$ cat src/rtl/sfr_pkg.sv
// Shared types and constants of the serial frame receiver.
`default_nettype none

package sfr_pkg;

   // Link control bytes
   localparam logic [7:0] BYTE_NUL       = 8'h00;
   localparam logic [7:0] BYTE_SOH       = 8'h01;
   localparam logic [7:0] BYTE_STX       = 8'h02;
   localparam logic [7:0] BYTE_EOT       = 8'h04;
   localparam logic [7:0] BYTE_ENQ_START = 8'h31;

   // Format byte flags
   localparam int unsigned FMT_WIDE_ID_BIT = 2;
   localparam int unsigned FMT_WIDE_SZ_BIT = 1;

   // Stream widths
   localparam int unsigned REQ_DATA_W = 8;
   localparam int unsigned RSP_DATA_W = 88;
   localparam int unsigned RSP_USER_W = 3;

   typedef enum logic [2:0] {
      EV_PAYLOAD  = 3'd0,
      EV_HEADER   = 3'd1,
      EV_TEXT     = 3'd2,
      EV_ENQUIRY  = 3'd3,
      EV_EOT      = 3'd4,
      EV_BAD_STX  = 3'd5,
      EV_UNKNOWN  = 3'd6
   } event_type;

   typedef struct packed {
      logic        valid;
      event_type   event_res;
      logic        send_reply;
      logic        reply_ok;
      logic [15:0] dest_id;
      logic [15:0] src_id;
      logic [7:0]  function_code;
      logic [16:0] payload_length;
      logic [7:0]  data_byte;
      logic [15:0] data_index;
      logic        last_payload;
   } result_type;

endpackage

`default_nettype wire

$ cat src/rtl/serial_frame_receiver_unit.sv
// Serial frame receiver top level: input register, parser and result register.
// A byte is first held in the input register; its result is then registered in the result register on rsp_*.
// Throughput: one byte per cycle while rsp_tready stays high; the parser state
// advances whenever the input register holds a byte and the result register can load.
// Bytes that give no result simply retire without occupying the result register.
// Reset (synchronous, active high) empties both registers and puts the parser at
// top level with no good header recorded.
`default_nettype none

module serial_frame_receiver_unit (
   input  wire logic                              clock,
   input  wire logic                              reset,
   // tdata: rx_byte[7:0]
   input  wire logic                              req_tvalid,
   output logic                                   req_tready,
   input  wire logic [sfr_pkg::REQ_DATA_W-1:0]    req_tdata,
   output logic                                   rsp_tvalid,
   input  wire logic                              rsp_tready,
   // tdata: send_reply[0], reply_ok[1], dest_id[17:2], src_id[33:18],
   //        function_code[41:34], payload_length[58:42], data_byte[66:59],
   //        data_index[82:67], zero fill[87:83]
   output logic [sfr_pkg::RSP_DATA_W-1:0]         rsp_tdata,
   // tuser: event_res[2:0]
   output logic [sfr_pkg::RSP_USER_W-1:0]         rsp_tuser,
   output logic                                   rsp_tlast
);
   import sfr_pkg::*;

   logic                  in_vld_ff;
   logic [REQ_DATA_W-1:0] in_byte_ff;
   logic                  out_free;
   logic                  step;
   result_type            result;

   // Input register moves on whenever the result side can take what it makes
   assign step       = in_vld_ff && out_free;
   assign req_tready = !in_vld_ff || out_free;

   always_ff @(posedge clock) begin
      if (reset) begin
         in_vld_ff <= 1'b0;
      end else if (req_tready) begin
         in_vld_ff <= req_tvalid;
      end
   end

   always_ff @(posedge clock) begin
      if (req_tready && req_tvalid) begin
         in_byte_ff <= req_tdata;
      end
   end

   sfr_parse u_parse (
      .clock   (clock),
      .reset   (reset),
      .step    (step),
      .rx_byte (in_byte_ff),
      .result  (result)
   );

   sfr_rsp_stage u_rsp (
      .clock      (clock),
      .reset      (reset),
      .load       (step && result.valid),
      .result     (result),
      .free       (out_free),
      .rsp_tvalid (rsp_tvalid),
      .rsp_tready (rsp_tready),
      .rsp_tdata  (rsp_tdata),
      .rsp_tuser  (rsp_tuser),
      .rsp_tlast  (rsp_tlast)
   );

endmodule

`default_nettype wire

$ cat src/rtl/sfr_parse.sv
// Frame parser: per-byte state update and result decode.
`default_nettype none

module sfr_parse (
   input  wire logic                clock,
   input  wire logic                reset,
   input  wire logic                step,
   input  wire logic [7:0]          rx_byte,
   output sfr_pkg::result_type      result
);
   import sfr_pkg::*;

   typedef enum logic [3:0] {
      PH_IDLE, PH_E_DST, PH_E_SRC, PH_E_CODE,
      PH_H_FMT, PH_H_DSTH, PH_H_DSTL, PH_H_SRCH, PH_H_SRCL,
      PH_H_FNC, PH_H_SIZH, PH_H_SIZL, PH_H_CKS,
      PH_T_DATA, PH_T_ETX, PH_T_CKS
   } phase_type;

   phase_type   phase_ff, phase_in;
   logic [7:0]  format_ff, format_in;
   logic [15:0] dest_ff, dest_in;
   logic [15:0] src_ff, src_in;
   logic [7:0]  func_ff, func_in;
   logic [15:0] size_ff, size_in;
   logic [7:0]  sum_ff, sum_in;
   logic [15:0] count_ff, count_in;
   logic        hdr_ok_ff, hdr_ok_in;
   logic [7:0]  enq_dest_ff, enq_dest_in;
   logic [7:0]  enq_src_ff, enq_src_in;

   logic [7:0]  sum_next;
   logic [16:0] plen;
   logic        last;

   assign sum_next = sum_ff + rx_byte;
   assign plen     = {1'b0, size_ff} + 17'd1;
   assign last     = (count_ff >= size_ff);

   always_comb begin
      phase_in    = phase_ff;
      format_in   = format_ff;
      dest_in     = dest_ff;
      src_in      = src_ff;
      func_in     = func_ff;
      size_in     = size_ff;
      sum_in      = sum_ff;
      count_in    = count_ff;
      hdr_ok_in   = hdr_ok_ff;
      enq_dest_in = enq_dest_ff;
      enq_src_in  = enq_src_ff;
      result      = '0;

      case (phase_ff)
         PH_IDLE: begin
            if (rx_byte == BYTE_NUL) begin
               phase_in = PH_IDLE;
            end else if (rx_byte == BYTE_ENQ_START) begin
               phase_in = PH_E_DST;
            end else if (rx_byte == BYTE_SOH) begin
               dest_in  = '0;
               src_in   = '0;
               size_in  = '0;
               sum_in   = BYTE_SOH;
               phase_in = PH_H_FMT;
            end else if (rx_byte == BYTE_STX) begin
               if (hdr_ok_ff) begin
                  sum_in   = BYTE_STX;
                  count_in = '0;
                  phase_in = PH_T_DATA;
               end else begin
                  result.valid     = 1'b1;
                  result.event_res = EV_BAD_STX;
               end
            end else if (rx_byte == BYTE_EOT) begin
               result.valid     = 1'b1;
               result.event_res = EV_EOT;
            end else begin
               result.valid     = 1'b1;
               result.event_res = EV_UNKNOWN;
               result.data_byte = rx_byte;
            end
         end
         PH_E_DST: begin
            enq_dest_in = rx_byte;
            phase_in    = PH_E_SRC;
         end
         PH_E_SRC: begin
            enq_src_in = rx_byte;
            phase_in   = PH_E_CODE;
         end
         PH_E_CODE: begin
            phase_in          = PH_IDLE;
            result.valid      = 1'b1;
            result.event_res  = EV_ENQUIRY;
            result.send_reply = 1'b1;
            result.reply_ok   = 1'b1;
            result.dest_id    = {8'h00, enq_dest_ff};
            result.src_id     = {8'h00, enq_src_ff};
            result.data_byte  = rx_byte;
         end
         PH_H_FMT: begin
            sum_in    = sum_next;
            format_in = rx_byte;
            phase_in  = rx_byte[FMT_WIDE_ID_BIT] ? PH_H_DSTH : PH_H_DSTL;
         end
         PH_H_DSTH: begin
            sum_in   = sum_next;
            dest_in  = {rx_byte, dest_ff[7:0]};
            phase_in = PH_H_DSTL;
         end
         PH_H_DSTL: begin
            sum_in   = sum_next;
            dest_in  = {dest_ff[15:8], rx_byte};
            phase_in = format_ff[FMT_WIDE_ID_BIT] ? PH_H_SRCH : PH_H_SRCL;
         end
         PH_H_SRCH: begin
            sum_in   = sum_next;
            src_in   = {rx_byte, src_ff[7:0]};
            phase_in = PH_H_SRCL;
         end
         PH_H_SRCL: begin
            sum_in   = sum_next;
            src_in   = {src_ff[15:8], rx_byte};
            phase_in = PH_H_FNC;
         end
         PH_H_FNC: begin
            sum_in   = sum_next;
            func_in  = rx_byte;
            phase_in = format_ff[FMT_WIDE_SZ_BIT] ? PH_H_SIZH : PH_H_SIZL;
         end
         PH_H_SIZH: begin
            sum_in   = sum_next;
            size_in  = {rx_byte, size_ff[7:0]};
            phase_in = PH_H_SIZL;
         end
         PH_H_SIZL: begin
            sum_in   = sum_next;
            size_in  = {size_ff[15:8], rx_byte};
            phase_in = PH_H_CKS;
         end
         PH_H_CKS: begin
            sum_in                = sum_next;
            hdr_ok_in             = (sum_next == 8'h00);
            phase_in              = PH_IDLE;
            result.valid          = 1'b1;
            result.event_res      = EV_HEADER;
            result.send_reply     = 1'b1;
            result.reply_ok       = (sum_next == 8'h00);
            result.dest_id        = dest_ff;
            result.src_id         = src_ff;
            result.function_code  = func_ff;
            result.payload_length = plen;
         end
         PH_T_DATA: begin
            sum_in                = sum_next;
            count_in              = count_ff + 16'd1;
            if (last) begin
               phase_in = PH_T_ETX;
            end
            result.valid          = 1'b1;
            result.event_res      = EV_PAYLOAD;
            result.dest_id        = dest_ff;
            result.src_id         = src_ff;
            result.function_code  = func_ff;
            result.payload_length = plen;
            result.data_byte      = rx_byte;
            result.data_index     = count_ff;
            result.last_payload   = last;
         end
         PH_T_ETX: begin
            // ETX value itself is not checked, only summed
            sum_in   = sum_next;
            phase_in = PH_T_CKS;
         end
         PH_T_CKS: begin
            sum_in                = sum_next;
            phase_in              = PH_IDLE;
            result.valid          = 1'b1;
            result.event_res      = EV_TEXT;
            result.send_reply     = 1'b1;
            result.reply_ok       = (sum_next == 8'h00);
            result.dest_id        = dest_ff;
            result.src_id         = src_ff;
            result.function_code  = func_ff;
            result.payload_length = plen;
         end
         default: begin
            phase_in = PH_IDLE;
         end
      endcase
   end

   always_ff @(posedge clock) begin
      if (reset) begin
         phase_ff    <= PH_IDLE;
         format_ff   <= '0;
         dest_ff     <= '0;
         src_ff      <= '0;
         func_ff     <= '0;
         size_ff     <= '0;
         sum_ff      <= '0;
         count_ff    <= '0;
         hdr_ok_ff   <= 1'b0;
         enq_dest_ff <= '0;
         enq_src_ff  <= '0;
      end else if (step) begin
         phase_ff    <= phase_in;
         format_ff   <= format_in;
         dest_ff     <= dest_in;
         src_ff      <= src_in;
         func_ff     <= func_in;
         size_ff     <= size_in;
         sum_ff      <= sum_in;
         count_ff    <= count_in;
         hdr_ok_ff   <= hdr_ok_in;
         enq_dest_ff <= enq_dest_in;
         enq_src_ff  <= enq_src_in;
      end
   end

endmodule

`default_nettype wire

$ cat src/rtl/sfr_rsp_stage.sv
// Result register driving the response stream.
`default_nettype none

module sfr_rsp_stage (
   input  wire logic                              clock,
   input  wire logic                              reset,
   input  wire logic                              load,
   input  wire sfr_pkg::result_type               result,
   output logic                                   free,
   output logic                                   rsp_tvalid,
   input  wire logic                              rsp_tready,
   output logic [sfr_pkg::RSP_DATA_W-1:0]         rsp_tdata,
   output logic [sfr_pkg::RSP_USER_W-1:0]         rsp_tuser,
   output logic                                   rsp_tlast
);
   import sfr_pkg::*;

   logic       vld_ff;
   result_type res_ff;

   assign free = !vld_ff || rsp_tready;

   always_ff @(posedge clock) begin
      if (reset) begin
         vld_ff <= 1'b0;
      end else if (load) begin
         vld_ff <= 1'b1;
      end else if (rsp_tready) begin
         vld_ff <= 1'b0;
      end
   end

   always_ff @(posedge clock) begin
      if (load) begin
         res_ff <= result;
      end
   end

   assign rsp_tvalid = vld_ff;
   assign rsp_tuser  = res_ff.event_res;
   assign rsp_tlast  = res_ff.last_payload;
   assign rsp_tdata  = {5'b0, res_ff.data_index, res_ff.data_byte,
                        res_ff.payload_length, res_ff.function_code,
                        res_ff.src_id, res_ff.dest_id,
                        res_ff.reply_ok, res_ff.send_reply};

endmodule

`default_nettype wire
$ cat config.mk
export PLATFORM = sky130hd
export DESIGN_NAME = serial_frame_receiver_unit
export DESIGN_NICKNAME = d
export VERILOG_FILES = /design/src/rtl/sfr_pkg.sv /design/src/rtl/serial_frame_receiver_unit.sv /design/src/rtl/sfr_parse.sv /design/src/rtl/sfr_rsp_stage.sv
export SDC_FILE = /design/constraint.sdc
export NUM_CORES = 1
export LEC_CHECK = 0
export BUFFER_PORTS_ARGS = -buffer_cell sky130_fd_sc_hd__buf_2
export CAP_MARGIN = 15
export CORE_ASPECT_RATIO = 1.25
export CORE_UTILIZATION = 55
export CTS_CLUSTER_SIZE = 25
export DETAILED_ROUTE_END_ITERATION = 8
export PLACE_DENSITY = 0.87
export SLEW_MARGIN = 5
export SYNTH_ARGS = -nofsm -noshare
export SYNTH_HDL_FRONTEND = slang
export SYNTH_HIERARCHICAL = 1
export SYNTH_SLANG_ARGS = --single-unit
export TNS_END_PERCENT = 10
$ cat constraint.sdc
create_clock -name clock -period 3.7 [get_ports clock]
set_input_delay 0.555 -clock clock [delete_from_list [all_inputs] [get_ports clock]]
set_output_delay 0.555 -clock clock [all_outputs]
set_load 0.02 [all_outputs]
==> results.md <==
* Status: finished clean
* Reg2Reg Setup Slack at 0.75 ns
* Die height at 145 um
* DR vias at 6,991
* Synth Flop Type: dfxtp_1
* Worst Path Class, Setup: reg2reg
* GRT Total Usage at 25.1%
* Critical Path Source Type: flop
* Period utilization at 79.6%
* Drt pass-1 iters at 6
* # port buffers at 100
* Simple-Gate Fraction of Synth Area at 19.8%
* Hold depth at 1
* Post-synthesis compound-gate area fraction at 11.3%
* Number of flops mapped to enable cells by yosys at 95
* Die width at 116 um
* Post-DR vias/cell at 5.89
* Count leader, synth: dfxtp_1
* CTS Buf Count at 17
* Crit path time final at 2.95 ns
* Final wirelength at 20.2 mm
* Die area at 16,900 um^2
* Leakage power at 3.84 nW
* Vias in the first global route at 6,567
* Setup repair after global routing missed its margin: false
* Required @ worst endpoint at 3.88 ns
* Final setup violation count at 0
* Core Region at 15,800 um^2
* Post-cts hold buffer count at 0
* Root Buffer: clkbuf_16
* Initial antenna violation count at 0
* Slew margin rel. at 27.9%
* Post-synth top cells: 105 x dfxtp_1, 95 x edfxtp_1, 85 x nor2_1
* Slew at the pin closest to its max-slew limit at 1.07 ns
* Area Growth Syn to Fin at 14.3%
* MaxCap Viol Count at 0
* Final net count at 1,000
* Number of placed instances, taps included at 1,155
* Max IR drop VDD at 244 uV
* Async S/R FF share, synth at 0%
* CTS clock-pin slew for the worst setup and hold paths at 0.07 ns
* Pre-CTS setup slack at 0.835 ns
* Top cells by area, synth: edfxtp_1 32%, dfxtp_1 23%, nor2_1 3.5%, ha_1 3.5%, a21oi_1 3.5%
* DP Wirelength at 13.3 mm
* Largest family of logic cells by synthesized area: simple AND/OR/NAND/NOR gates
* Post-synthesis sequential area ratio at 55.1%
* Hold Path Class: in2reg
* DR iter-0 viols at 871
* Top cell type's share of synthesized area at 31.7%
* Syn_area_per_cell at 10.3 um^2
* Post-CTS setup buffers at 0
* Min-Delay Startpoint: req_tdata[6]
* Yosys Warn Count at 6
* FP Rows at 51
* Peak Freq at 339 MHz
* Crit path DAT at 3.13 ns
* Pwr per Cell Area at 436 nW/um^2
* CTS tree: yes
* DR WL/cell at 17.0 um
* Synth Area in Adders at 3.70%
* TritonCTS Sinks at 200
* Largest area contributor in the netlist: edfxtp_1
* Post-layout util at 65.2%
* Non-filler cells, final at 1,187
* Netlist cell types at 69
* Gr ovfl total at 0
* GP Congestion at 0.922
* Synth Register Bits at 200
* Resized Gates After CTS at 0
* Effective utilization at floorplan at 57.1%
* R2R depth at 7
* Crit Path Max Fanout at 74
* Ratio of cells with drive above 1 in the final layout at 17.3%
* WHS Endpoint: in_byte_ff[6]
* Worst skew pair latency at 0.43 ns
* CP endpoint kind: flop
* Clock Skews at 0.0110 ns
* IO Pins at 106
* Post-route setup TNS at 0 ns
* Mux share of post-synthesis cell area at 2.89%
* Critical R2R Capture: u_rsp/rsp_tdata[2]
* Crit path from: in_byte_ff[0]
* Fin worst setup slack at 0.754 ns
* Mapped Area at 8990 um^2
* Xor/xnor share of the synthesized area at 3.31%
* DR DRC count at 0
* Max-slew violation count at 0
* Clock Tree Buf Depth at 2
* Cells after Synth at 875
* Hold violation count in the final report at 0
* Global-route wire length before repair at 33.0 mm
* Antenna viol nets, final at 0
* FF-to-FF Start: in_byte_ff[0]
* Largest net degree at the start of global routing at 75
* Max H-tree Level at 4
* Number of antenna diodes at 0
## how the worst max path moves through the flow
stage	end	slack [ns]	cells past startpoint
final	u_rsp/rsp_tdata[2]	0.75	7
after global routing	u_rsp/rsp_tdata[2]	0.59	7
after CTS	u_rsp/rsp_tdata[41]	0.80	7
after detailed placement	u_rsp/rsp_tdata[39]	0.84	7
after global placement	u_parse/hdr_ok_ff	0.94	9
after floorplan	u_rsp/rsp_tdata[0]	0.84	7
## report_power, final
| part | internal [mW] | total (mW) | switching, mW |
|---|---|---|---|
| registers | 2.37 | 2.39 | 0.0194 |
| logic | 0.0777 | 0.282 | 0.205 |
| clock network | 0.955 | 1.80 | 0.850 |
## state kept, by name, summed over array words and instances (netlist names)
name / count
u_parse/format_ff: 2
u_parse/sum_ff: 8
u_rsp/rsp_tuser: 3
u_parse/src_ff: 16
u_rsp/rsp_tdata: 83
u_parse/count_ff: 16
u_parse/size_ff: 16
u_parse/enq_dest_ff: 8
u_rsp/rsp_tlast: 1
in_vld_ff: 1
u_parse/dest_ff: 16
u_rsp/rsp_tvalid: 1
u_parse/phase_ff: 4
u_parse/hdr_ok_ff: 1
in_byte_ff: 8
u_parse/enq_src_ff: 8
u_parse/func_ff: 8
## cells in the final DEF (no fill, tap or decap), types with 3 or more instances in the layout
master and instances:
a21o_1 3, a21oi_1 62, a22o_1 25, a31oi_1 6, and2_1 43, and3_1 7
buf_2 100, buf_4 23, clkbuf_1 3, clkbuf_16 17, clkinv_4 4, conb_1 5
dfxtp_1 105, edfxtp_1 95, ha_1 25, inv_1 26, inv_8 3, mux2i_1 26
nand2_1 71, nand2b_1 7, nand3_1 58, nand4_1 13, nor2_1 85, nor2b_1 6
nor3_1 21, nor4_1 5, o211ai_1 4, o21a_1 4, o21ai_0 19, o31a_1 3
or3_1 9, xnor2_1 32
## worst max-delay path, stage by stage (launching register included)
cell      delay, ns
edfxtp_1       0.50
buf_4          0.24
nor3_1         0.33
and4_1         0.42
nor2_1         0.08
or3_1          0.31
and3_4         0.48
buf_4          0.32
## routing by layer
layer	vias up	GRT usage, %	wire length [um]
met2	338	40.5	9990
met3	75	4.64	1410
met5	-	0	0
met1	3294	32.3	8010
met4	0	12.0	820
li1	3284	-	-
## cell type report
cell class	instances	area [um^2]
repair buffers	123	673
multi-input cells	594	3720
clock buffers	20	437
flip-flops and latches	200	4950
fillers	1153	5480
clock inverters	12	139
inverters	26	97.6
well taps	212	265
## cell families after synthesis
family	Yosys count
XOR/XNOR	34
adder cells (fa/ha/maj)	26
flip-flops	200
AND/OR/NAND/NOR	350
AO/OA/AOI/OAI	153
buffers and inverters	85
multiplexers	26
other	1
## metrics by stage
step / power [mW] / cell area, um^2 / hold slack, ns
3_3_place_gp: 2.72 / 9710 / 0.451
4_1_cts: 4.50 / 10300 / 0.287
2_1_floorplan: 2.63 / 9010 / 0.443
6_report: 4.48 / 10300 / 0.301
5_1_grt: 4.62 / 10300 / 0.284
3_5_place_dp: 2.72 / 9710 / 0.457
(Power assumes the default switching activity.)
